$ cat src/rtl/lhsa_pkg.sv
// Package for the lock hold stack auditor: operation codes, controller
// state type and the command bundle from controller to datapath.
// No dependencies.
`timescale 1ns / 1ps

package lhsa_pkg;

    localparam int OP_W = 3;

    localparam logic [OP_W-1:0] OP_ACQUIRE     = 3'd0;
    localparam logic [OP_W-1:0] OP_RELEASE     = 3'd1;
    localparam logic [OP_W-1:0] OP_CONTENDED   = 3'd2;
    localparam logic [OP_W-1:0] OP_UNCONTENDED = 3'd3;
    localparam logic [OP_W-1:0] OP_CLEAR       = 3'd4;

    localparam int LOCK_ID_W = 64;
    localparam int OUT_CNT_W = 32;
    localparam int OUT_DEPTH_W = 6;

    typedef enum logic [1:0] {
        ST_IDLE,
        ST_CMP,
        ST_EXEC
    } t_state;

    typedef struct packed {
        logic load;     // capture the input transfer
        logic compare;  // build the match vector over the stack
        logic exec;     // apply the operation and load the result register
    } t_cmd;

endpackage

$ cat src/rtl/lhsa_ctrl.sv
// Controller for the lock hold stack auditor: sequencing of capture,
// compare and execute, plus input ready and result valid.
// Depends on lhsa_pkg.
`timescale 1ns / 1ps

module lhsa_ctrl (
    input  logic          i_clk,
    input  logic          i_rst_n,
    input  logic          i_in_valid,
    output logic          o_in_ready,
    output logic          o_out_valid,
    input  logic          i_out_ready,
    output lhsa_pkg::t_cmd o_cmd
);
    import lhsa_pkg::*;

    t_state r_state, n_state;
    logic   r_out_valid, n_out_valid;
    logic   exec_go;
    logic   in_acc;

    // execute only when the result register is free or being drained
    assign exec_go = (r_state == ST_EXEC) && (!r_out_valid || i_out_ready);
    assign o_in_ready = (r_state == ST_IDLE) || exec_go;
    assign in_acc = i_in_valid && o_in_ready;

    always_comb begin
        n_state = r_state;
        unique case (r_state)
            ST_IDLE: begin
                if (in_acc) n_state = ST_CMP;
            end
            ST_CMP: begin
                n_state = ST_EXEC;
            end
            ST_EXEC: begin
                if (exec_go) n_state = in_acc ? ST_CMP : ST_IDLE;
            end
            default: begin
                n_state = ST_IDLE;
            end
        endcase
    end

    always_comb begin
        o_cmd.load    = in_acc;
        o_cmd.compare = (r_state == ST_CMP);
        o_cmd.exec    = exec_go;
        if (exec_go) begin
            n_out_valid = 1'b1;
        end else if (i_out_ready) begin
            n_out_valid = 1'b0;
        end else begin
            n_out_valid = r_out_valid;
        end
    end

    assign o_out_valid = r_out_valid;

    always_ff @(posedge i_clk) begin
        if (!i_rst_n) begin
            r_state     <= ST_IDLE;
            r_out_valid <= 1'b0;
        end else begin
            r_state     <= n_state;
            r_out_valid <= n_out_valid;
        end
    end

endmodule

$ cat src/rtl/lhsa_dp.sv
// Datapath for the lock hold stack auditor: hold stack registers, parallel
// id compare, shift on release, saturating counters and result register.
// Depends on lhsa_pkg.
`timescale 1ns / 1ps

module lhsa_dp #(
    parameter int STACK_DEPTH   = 32,
    parameter int COUNTER_WIDTH = 32,
    parameter int ID_WIDTH      = 64
) (
    input  logic                                i_clk,
    input  logic                                i_rst_n,
    input  lhsa_pkg::t_cmd                      i_cmd,
    input  logic [lhsa_pkg::OP_W-1:0]           i_op,
    input  logic [lhsa_pkg::LOCK_ID_W-1:0]      i_lock_id,
    output logic [lhsa_pkg::OUT_CNT_W-1:0]      o_acquisition_count,
    output logic [lhsa_pkg::OUT_CNT_W-1:0]      o_contention_count,
    output logic [lhsa_pkg::OUT_CNT_W-1:0]      o_nested_count,
    output logic [lhsa_pkg::OUT_CNT_W-1:0]      o_reentrant_count,
    output logic [lhsa_pkg::OUT_CNT_W-1:0]      o_uncontended_count,
    output logic [lhsa_pkg::OUT_DEPTH_W-1:0]    o_peak_depth,
    output logic [lhsa_pkg::OUT_DEPTH_W-1:0]    o_current_depth,
    output logic                                o_was_reentrant,
    output logic                                o_release_matched
);
    import lhsa_pkg::*;

    localparam int DW = $clog2(STACK_DEPTH + 1);
    localparam int IW = (STACK_DEPTH > 1) ? $clog2(STACK_DEPTH) : 1;
    localparam int CW = COUNTER_WIDTH;

    function automatic logic [CW-1:0] sat_inc(input logic [CW-1:0] v);
        return (&v) ? v : v + 1'b1;
    endfunction

    logic [OP_W-1:0]        r_op;
    logic [ID_WIDTH-1:0]    r_id;
    logic [ID_WIDTH-1:0]    r_stack [STACK_DEPTH];
    logic [ID_WIDTH-1:0]    n_stack [STACK_DEPTH];
    logic [STACK_DEPTH-1:0] r_match;
    logic [DW-1:0]          r_depth, n_depth;
    logic [DW-1:0]          r_deepest, n_deepest;
    logic [CW-1:0]          r_acq, n_acq;
    logic [CW-1:0]          r_cont, n_cont;
    logic [CW-1:0]          r_nest, n_nest;
    logic [CW-1:0]          r_reent, n_reent;
    logic [CW-1:0]          r_uncont, n_uncont;
    logic                   n_was_reent, n_matched;
    logic                   hit;
    logic [IW-1:0]          top_idx;
    logic [DW-1:0]          push_depth;

    logic [OUT_CNT_W-1:0]   r_out_acq, r_out_cont, r_out_nest, r_out_reent, r_out_uncont;
    logic [OUT_DEPTH_W-1:0] r_out_peak, r_out_cur;
    logic                   r_out_reent_flag, r_out_matched;

    // zero-extend then take the low bits, whichever side is wider
    logic [CW+OUT_CNT_W-1:0]  x_acq, x_cont, x_nest, x_reent, x_uncont;
    logic [DW+OUT_DEPTH_W-1:0] x_peak, x_cur;

    assign hit = |r_match;

    // topmost live match wins
    always_comb begin
        top_idx = '0;
        for (int i = 0; i < STACK_DEPTH; i++) begin
            if (r_match[i]) top_idx = IW'(i);
        end
    end

    always_comb begin
        n_stack     = r_stack;
        n_depth     = r_depth;
        n_deepest   = r_deepest;
        n_acq       = r_acq;
        n_cont      = r_cont;
        n_nest      = r_nest;
        n_reent     = r_reent;
        n_uncont    = r_uncont;
        n_was_reent = 1'b0;
        n_matched   = 1'b0;
        push_depth  = r_depth;
        case (r_op)
            OP_ACQUIRE: begin
                if (hit) begin
                    n_reent     = sat_inc(r_reent);
                    n_was_reent = 1'b1;
                end else begin
                    if (r_depth != '0) n_nest = sat_inc(r_nest);
                    if (int'(r_depth) < STACK_DEPTH) begin
                        for (int i = 0; i < STACK_DEPTH; i++) begin
                            if (r_depth == DW'(i)) n_stack[i] = r_id;
                        end
                        push_depth = r_depth + 1'b1;
                    end
                    n_depth = push_depth;
                    if (push_depth > r_deepest) n_deepest = push_depth;
                    n_acq = sat_inc(r_acq);
                end
            end
            OP_RELEASE: begin
                if (hit) begin
                    // close the gap: entries above the match move down one
                    for (int j = 0; j < STACK_DEPTH - 1; j++) begin
                        if (j >= int'(top_idx)) n_stack[j] = r_stack[j+1];
                    end
                    n_depth   = r_depth - 1'b1;
                    n_matched = 1'b1;
                end
            end
            OP_CONTENDED: begin
                n_cont = sat_inc(r_cont);
            end
            OP_UNCONTENDED: begin
                n_uncont = sat_inc(r_uncont);
            end
            OP_CLEAR: begin
                n_acq     = '0;
                n_cont    = '0;
                n_nest    = '0;
                n_reent   = '0;
                n_uncont  = '0;
                n_deepest = '0;
            end
            default: begin
            end
        endcase
    end

    assign x_acq    = {{OUT_CNT_W{1'b0}}, n_acq};
    assign x_cont   = {{OUT_CNT_W{1'b0}}, n_cont};
    assign x_nest   = {{OUT_CNT_W{1'b0}}, n_nest};
    assign x_reent  = {{OUT_CNT_W{1'b0}}, n_reent};
    assign x_uncont = {{OUT_CNT_W{1'b0}}, n_uncont};
    assign x_peak   = {{OUT_DEPTH_W{1'b0}}, n_deepest};
    assign x_cur    = {{OUT_DEPTH_W{1'b0}}, n_depth};

    // payload registers
    always_ff @(posedge i_clk) begin
        if (i_cmd.load) begin
            r_op <= i_op;
            r_id <= i_lock_id[ID_WIDTH-1:0];
        end
        if (i_cmd.compare) begin
            for (int i = 0; i < STACK_DEPTH; i++) begin
                r_match[i] <= (r_stack[i] == r_id) && (DW'(i) < r_depth);
            end
        end
        if (i_cmd.exec) begin
            r_stack          <= n_stack;
            r_out_acq        <= x_acq[OUT_CNT_W-1:0];
            r_out_cont       <= x_cont[OUT_CNT_W-1:0];
            r_out_nest       <= x_nest[OUT_CNT_W-1:0];
            r_out_reent      <= x_reent[OUT_CNT_W-1:0];
            r_out_uncont     <= x_uncont[OUT_CNT_W-1:0];
            r_out_peak       <= x_peak[OUT_DEPTH_W-1:0];
            r_out_cur        <= x_cur[OUT_DEPTH_W-1:0];
            r_out_reent_flag <= n_was_reent;
            r_out_matched    <= n_matched;
        end
    end

    // control state
    always_ff @(posedge i_clk) begin
        if (!i_rst_n) begin
            r_depth   <= '0;
            r_deepest <= '0;
            r_acq     <= '0;
            r_cont    <= '0;
            r_nest    <= '0;
            r_reent   <= '0;
            r_uncont  <= '0;
        end else if (i_cmd.exec) begin
            r_depth   <= n_depth;
            r_deepest <= n_deepest;
            r_acq     <= n_acq;
            r_cont    <= n_cont;
            r_nest    <= n_nest;
            r_reent   <= n_reent;
            r_uncont  <= n_uncont;
        end
    end

    assign o_acquisition_count = r_out_acq;
    assign o_contention_count  = r_out_cont;
    assign o_nested_count      = r_out_nest;
    assign o_reentrant_count   = r_out_reent;
    assign o_uncontended_count = r_out_uncont;
    assign o_peak_depth        = r_out_peak;
    assign o_current_depth     = r_out_cur;
    assign o_was_reentrant     = r_out_reent_flag;
    assign o_release_matched   = r_out_matched;

endmodule

$ cat src/rtl/lock_hold_stack_auditor_top.sv
// Lock hold stack auditor, top level. After the input transfer the
// parallel id compare over the stack is registered, then the operation
// is applied and the result register loaded, raising o_m_tvalid. A new
// input is taken only while idle or as the current item executes; a
// stalled result holds the execute step. Reset clears the stack depth,
// counters and peak depth at once; the stack entries are not cleared.
`timescale 1ns / 1ps

module lock_hold_stack_auditor_top #(
    parameter int STACK_DEPTH   = 32,
    parameter int COUNTER_WIDTH = 32,
    parameter int ID_WIDTH      = 64
) (
    input  logic                              i_clk,
    input  logic                              i_rst_n,
    input  logic                              i_s_tvalid,
    output logic                              o_s_tready,
    input  logic [lhsa_pkg::LOCK_ID_W-1:0]    i_s_tdata,  // [63:0] lock_id
    input  logic [lhsa_pkg::OP_W-1:0]         i_s_tuser,  // [2:0] operation
    output logic                              o_m_tvalid,
    input  logic                              i_m_tready,
    // [31:0] acquisition_count, [63:32] contention_count, [95:64] nested_count,
    // [127:96] reentrant_count, [159:128] uncontended_count, [165:160] peak_depth,
    // [171:166] current_depth, [172] was_reentrant, [173] release_matched,
    // [175:174] zero
    output logic [175:0]                      o_m_tdata
);
    import lhsa_pkg::*;

    t_cmd                   cmd;
    logic [OUT_CNT_W-1:0]   acq, cont, nest, reent, uncont;
    logic [OUT_DEPTH_W-1:0] peak, cur;
    logic                   was_reent, matched;

    lhsa_ctrl u_ctrl (
        .i_clk       (i_clk),
        .i_rst_n     (i_rst_n),
        .i_in_valid  (i_s_tvalid),
        .o_in_ready  (o_s_tready),
        .o_out_valid (o_m_tvalid),
        .i_out_ready (i_m_tready),
        .o_cmd       (cmd)
    );

    lhsa_dp #(
        .STACK_DEPTH   (STACK_DEPTH),
        .COUNTER_WIDTH (COUNTER_WIDTH),
        .ID_WIDTH      (ID_WIDTH)
    ) u_dp (
        .i_clk               (i_clk),
        .i_rst_n             (i_rst_n),
        .i_cmd               (cmd),
        .i_op                (i_s_tuser),
        .i_lock_id           (i_s_tdata),
        .o_acquisition_count (acq),
        .o_contention_count  (cont),
        .o_nested_count      (nest),
        .o_reentrant_count   (reent),
        .o_uncontended_count (uncont),
        .o_peak_depth        (peak),
        .o_current_depth     (cur),
        .o_was_reentrant     (was_reent),
        .o_release_matched   (matched)
    );

    assign o_m_tdata = {2'b00, matched, was_reent, cur, peak, uncont, reent, nest, cont, acq};

endmodule

$ cat config.mk
export PLATFORM = sky130hd
export DESIGN_NAME = lock_hold_stack_auditor_top
export DESIGN_NICKNAME = d
export VERILOG_FILES = /design/src/rtl/lhsa_pkg.sv /design/src/rtl/lhsa_ctrl.sv /design/src/rtl/lhsa_dp.sv /design/src/rtl/lock_hold_stack_auditor_top.sv
export SDC_FILE = /design/constraint.sdc
export NUM_CORES = 2
export LEC_CHECK = 0
export BUFFER_PORTS_ARGS = -buffer_cell sky130_fd_sc_hd__buf_2
export CAP_MARGIN = 10
export CORE_UTILIZATION = 39
export DETAILED_ROUTE_END_ITERATION = 16
export PLACE_DENSITY = 0.65
export SETUP_SLACK_MARGIN = 0.15
export SLEW_MARGIN = 0
export SYNTH_ARGS = -nofsm -noshare
export SYNTH_HDL_FRONTEND = slang
export SYNTH_SLANG_ARGS = --single-unit
$ cat constraint.sdc
create_clock -name i_clk -period 15.9 [get_ports i_clk]
set_input_delay 1.59 -clock i_clk [delete_from_list [all_inputs] [get_ports i_clk]]
set_output_delay 1.59 -clock i_clk [all_outputs]
set_load 0.02 [all_outputs]
# Word level (Yosys, flattened, before mapping)
# Cells that the tools add are included.
word_totals:
  register_bits: 2496
  inputBits: 71
  output_inout_bits: 178
  wordCells: 472
classes:
  n_addsub: 7
  magnitude_cmp: 65
  eq_ne: 136
  muxes: 128
  n_bitwise: 1
  reduce_logical: 82
ops:
  columns: ["operator", "count"]
  rows:
  - ["$mux W2048", 2]
  - ["$mux W64", 63]
  - ["$pmux W1984 S2", 1]
  - ["$eq A64 B64 Y1", 32]
  - ["$mux W1984", 1]
  - ["$pmux W32 S2", 5]
  - ["$mux W32", 9]
  - ["$reduce_and A7 Y1", 31]
  - ["$add A32 B1 Y32 const B", 5]
  - ["$reduce_and A32 Y1", 5]
  - ["$ne A2 B1 Y1 const B", 66]
  - ["$eq A6 B5 Y1 const B", 16]
  - ["$lt A5 B6 Y1 const A", 16]
  - ["$mux W5", 16]
  - ["$ge A5 B5 Y1 const A", 15]
  - ["$eq A6 B4 Y1 const B", 8]
  - ["$lt A4 B6 Y1 const A", 8]
  - ["$mux W6", 7]
  - ["$ge A4 B5 Y1 const A", 8]
  - ["$logic_and A1 B1 Y1", 34]
  - ["$mux W4", 8]
  - ["$reduce_or A32 Y1", 1]
  - ["$eq A6 B3 Y1 const B", 4]
  - ["$lt A3 B6 Y1 const A", 4]
  - ["other kinds (32)", 54]

# Depth between registers and ports, before layout
depth:
  ltp_word: 35
  ltp_mapped: 14
  depth_no_buf: 12

# By module
# From an unflattened synthesis, not the netlist that was laid out.
unflattened:
  cells_unflattened: 9785
  area_unflattened_um2: 124200.4
modules_own_cells:
  columns: ["mod", "instances", "cells_per_inst", "area_each_um2", "seq_area_each_um2"]
  rows:
  - ["lhsa_dp", 1, 9763, 123992.7, 73140.1]
  - ["lhsa_ctrl", 1, 17, 173.9, 60.1]
  - ["lock_hold_stack_auditor_top", 1, 5, 33.8, 0.0]

# Least setup slack after synthesis
# Ideal clock, no wire load.
synth_path:
  path_type: "input to register"
  from: "in i_m_tready"
  to: "reg u_dp.r_stack[1000] (netlist name) (enable)"
  setup_ps: 828
  t_arrival_ps: 12390
  t_required_ps: 15072
  setup_slack_ps: 2683
  path_stages: 7
  n_path_buf: 1
  path_cell_list: "nand2b_1 -> nand2b_1 -> clkbuf_1 -> inv_2 -> and3_1 -> a21oi_1 -> a2111oi_0"
synth_via:
  elab_chain_len: 3
synth_rtl:
  columns: ["element", "line", "text"]
  rows:
  - ["start, declared", "lock_hold_stack_auditor_top.sv:21", "input logic i_m_tready,"]
  - ["$logic_or A1 B1 Y1", "lhsa_ctrl.sv:23", "assign exec_go = (r_state == ST_EXEC) && (!r_out_valid || i_out_ready);"]
  - ["$logic_and A1 B1 Y1", "lhsa_ctrl.sv:23", null]
  - ["$reduce_and A7 Y1 (no line)", null, null]
  - ["end signal, assigned", "lhsa_dp.sv:150", "r_stack <= n_stack;"]
  - ["end, declared", "lhsa_dp.sv:38", "logic [ID_WIDTH-1:0] r_stack [STACK_DEPTH];"]
# Every way passes these cells.
# A chain may end at the register's enable or synchronous reset.

==> flow_summary.json <==
{
  "run_status": "finished, final reports clean",
  "finalMaxSlewViolations": 0,
  "routed_vias_inst": 6.60,
  "placement.cell_area_sq_um": 130000,
  "core_area_sq_um": 315000,
  "post-cts-setup-buffers": 0,
  "static_leak_nw": 61.1,
  "routabilityCongestion": 1.02,
  "clock_tree.root_cell": "clkbuf_16",
  "postLayoutCoreUtil": 0.443,
  "floorplan_row_count": 206,
  "initialDrtViolationCount": 17300,
  "cts_buffers": 282,
  "final_hold_viol_count": 0,
  "yosysUniqueCellTypes": 83,
  "post-route-drc-count": 0,
  "h_tree_levels": 5,
  "fp.dieH_microns": 566,
  "syn-instance-count": 9901,
  "cts-resized-gates": 0,
  "final_area_sq_um": 140000,
  "die-width_microns": 566,
  "ys_seq_elements": 2496,
  "post_route_cells_drive_above_1_share": 0.112,
  "crit_path_end": "u_dp.r_stack[1880]$_DFFE_PP_",
  "worst_setup_startpoint": "u_dp.r_op[0]$_DFFE_PP_",
  "final.period_utilization": 0.347,
  "worst_skew_ns": 0.0961,
  "grt_setup_unrepaired": "no",
  "worstPathRequired_ns": 16.58,
  "postLayoutSetupSlackWorst_ns": 10.38,
  "vias": 94300,
  "postSynth.topFlopCell": "edfxtp_1",
  "worst_hold_path_type": "reg -> reg",
  "layout-area-overhead-vs-synth_pct": 12.7,
  "critical_path.max_fanout": 194,
  "initial_utilization": 0.393,
  "fraction_of_the_yosys_area_taken_by_sequential_cells": 0.590,
  "first_global_vias": 88300,
  "start_kind": "flop",
  "cp-end-kind": "flop",
  "cts_tree": "built",
  "fmax_mhz": 181,
  "grt_start_max_net_pins": 245,
  "totalWireLength_microns": 570000,
  "timing.final.crit_period_ns": 5.52,
  "synth-edff-count": 2321,
  "detailedPlace.worstSlack_ns": 10.58,
  "crit-reg2reg-capture": "u_dp.r_stack[1880]$_DFFE_PP_",
  "tritoncts_num_sinks": 2496,
  "most_common_cell_after_layout_fill_and_taps_aside": "edfxtp_1",
  "route.antenna.remaining_nets": 0,
  "reg2reg_from": "u_dp.r_op[0]$_DFFE_PP_",
  "reg2reg_depth": 10,
  "dp_hpwl_microns": 372000,
  "syn_area_sq_um": 124000,
  "floorplan.io_pins": 249,
  "path_class": "reg -> reg",
  "clk_pin_slew_ns": 0.06,
  "ys_async_sr_fraction": 0,
  "post-synth-top-area-cell": "edfxtp_1",
  "clk-insertion-delay-late_ns": 0.97,
  "yosys_warnings": 0,
  "yosys.area.top_type_share": 0.562,
  "vdd.ir_drop.worst_uv": 92.0,
  "setup_total_negative_slack_ns": 0,
  "grt_usage": 0.342,
  "grt_antenna_before_repair": 37,
  "gr-total-overflow": 0,
  "post-place-cells": 13800,
  "rrSetupSlack_ns": 10.38,
  "synth.avg_cell_area_sq_um": 12.5,
  "routedWlPerCell_microns": 39.9,
  "finalSetupViolCount": 0,
  "longest_clk_path_bufs": 4,
  "slew_headroom": 0.0656,
  "critical_path_arrival_ns": 6.20,
  "cts.hold.buffers_added": 0,
  "final_cell_mix": "edfxtp_1 (2321), a21o_1 (1999), xor2_1 (1079)",
  "post_layout_nonfiller_instances": 14300,
  "post_layout_nets": 9979,
  "top_cells_by_area_in_the_synthesized_netlist": "edfxtp_1 (56%), a21o_1 (12%), xor2_1 (7.6%)",
  "max_cap_viol_count": 0,
  "cellPowerDensity_nw_per_um2": 108,
  "die-area_sq_um": 320000,
  "firstDrtPassIters": 6,
  "max_slew.worst_pin.slew_ns": 1.39,
  "first_pass_grt_wire_length_microns": 757000,
  "port_buffers": 246
}
routing by layer:
layer | share of wire | vias to the layer above | routed length, microns | GRT usage
met5 | 0.00044 | - | 249 | 0
met4 | 0.084 | 34 | 47800 | 0.235
met3 | 0.14 | 2119 | 79700 | 0.103
met2 | 0.41 | 8557 | 232000 | 0.487
met1 | 0.37 | 47100 | 210000 | 0.446
li1 | - | 36500 | - | -
metrics by stage:
step | hold WS (ns) | power (W)
2_1_floorplan | 0.424 | 0.00798
3_3_place_gp | 0.473 | 0.00846
3_5_place_dp | 0.481 | 0.00846
4_1_cts | 0.493 | 0.0151
5_1_grt | 0.509 | 0.0154
6_report | 0.492 | 0.0151
logic make-up (layout without fill, tap and decap cells):
logic type | Yosys count | count (layout) | share of synthesized area
xor gates and xnor gates | 2082 | 2082 | 0.147
DFF | 2496 | 2496 | 0.590
muxes | 13 | 13 | 0.00108
other | 1 | 19 | 0.0000302
and+or+nand+nor | 1764 | 1764 | 0.0794
adders and majority gates | 16 | 16 | 0.00161
buffers and inverters | 976 | 1188 | 0.0304
AOI/OAI and AO/OA | 2553 | 2553 | 0.150
worst max-delay path, stage by stage (launching register included):
cell	delay (ns)
edfxtp_1	0.34
buf_4	0.38
nor3b_2	0.30
buf_4	0.38
buf_4	0.56
buf_4	0.80
buf_4	0.81
buf_12	0.64
nor4_2	0.09
buf_4	0.37
a21o_1	0.26
layout make-up:
class                   count  area (sq um)
diodes                     17          42.5
multi-input cells        6430         47800
fillers                 28700        176000
clock buffers             340          7370
flip-flops and latches   2496         73200
repair buffers            571          3920
inverters                 111           425
clock inverters           166          1850
well taps                4160          5200
flip-flops by register name, indices dropped and copies added, names as in the netlist, 32 cells and up:
signal	count
u_dp.o_acquisition_count	32
u_dp.o_contention_count	32
u_dp.o_nested_count	32
u_dp.o_reentrant_count	32
u_dp.o_uncontended_count	32
u_dp.r_acq	32
u_dp.r_cont	32
u_dp.r_id	64
u_dp.r_match	32
u_dp.r_nest	32
u_dp.r_reent	32
u_dp.r_stack	2048
u_dp.r_uncont	32
synthesized netlist by cell type, types with 10 or more instances:
library cell  instances
and4_1               24
a221oi_1             35
and2_1               25
nor4_2               10
nand4_1             372
a22oi_1              10
o21ai_0             130
xor2_1             1079
o2bb2ai_1            20
dfxtp_1             175
a211oi_1             13
xnor2_1            1003
o31ai_1              15
a21oi_1             122
nand3_1             191
a31oi_1              67
nand2_1             189
mux2i_1              10
nand2b_1             12
or4_1                19
buf_2                69
or2_2                12
edfxtp_1           2321
and3_1               52
o22ai_1              36
o21a_1               13
nor3_1              111
nor4_1              370
a21o_1             1999
inv_1               107
nor2_1              251
or3_1                52
clkbuf_1            665
ha_1                 16
and2_0               29
buf_1               126
a311oi_1             13
worst min-delay path by stage:
stage,end,start,cells after the start
6_report,u_dp.r_deepest[4]$_SDFFE_PN0P_,u_dp.r_deepest[4]$_SDFFE_PN0P_,1
5_1_grt,u_dp.r_deepest[4]$_SDFFE_PN0P_,u_dp.r_deepest[4]$_SDFFE_PN0P_,1
4_1_cts,u_dp.r_deepest[4]$_SDFFE_PN0P_,u_dp.r_deepest[4]$_SDFFE_PN0P_,1
3_5_place_dp,u_dp.r_cont[12]$_SDFFE_PN0P_,u_dp.r_cont[12]$_SDFFE_PN0P_,1
3_3_place_gp,u_dp.r_acq[1]$_SDFFE_PN0P_,u_dp.r_acq[1]$_SDFFE_PN0P_,2
2_1_floorplan,u_dp.r_stack[0]$_DFFE_PP_,u_dp.r_id[0]$_DFFE_PP_,0
power breakdown:
part,internal [W],switching [W]
Sequential,0.00718,0.0000452
Clock,0.00380,0.00292
Combinational,0.000331,0.000835
Total,0.0113,0.00380
(Power assumes the default switching activity.)
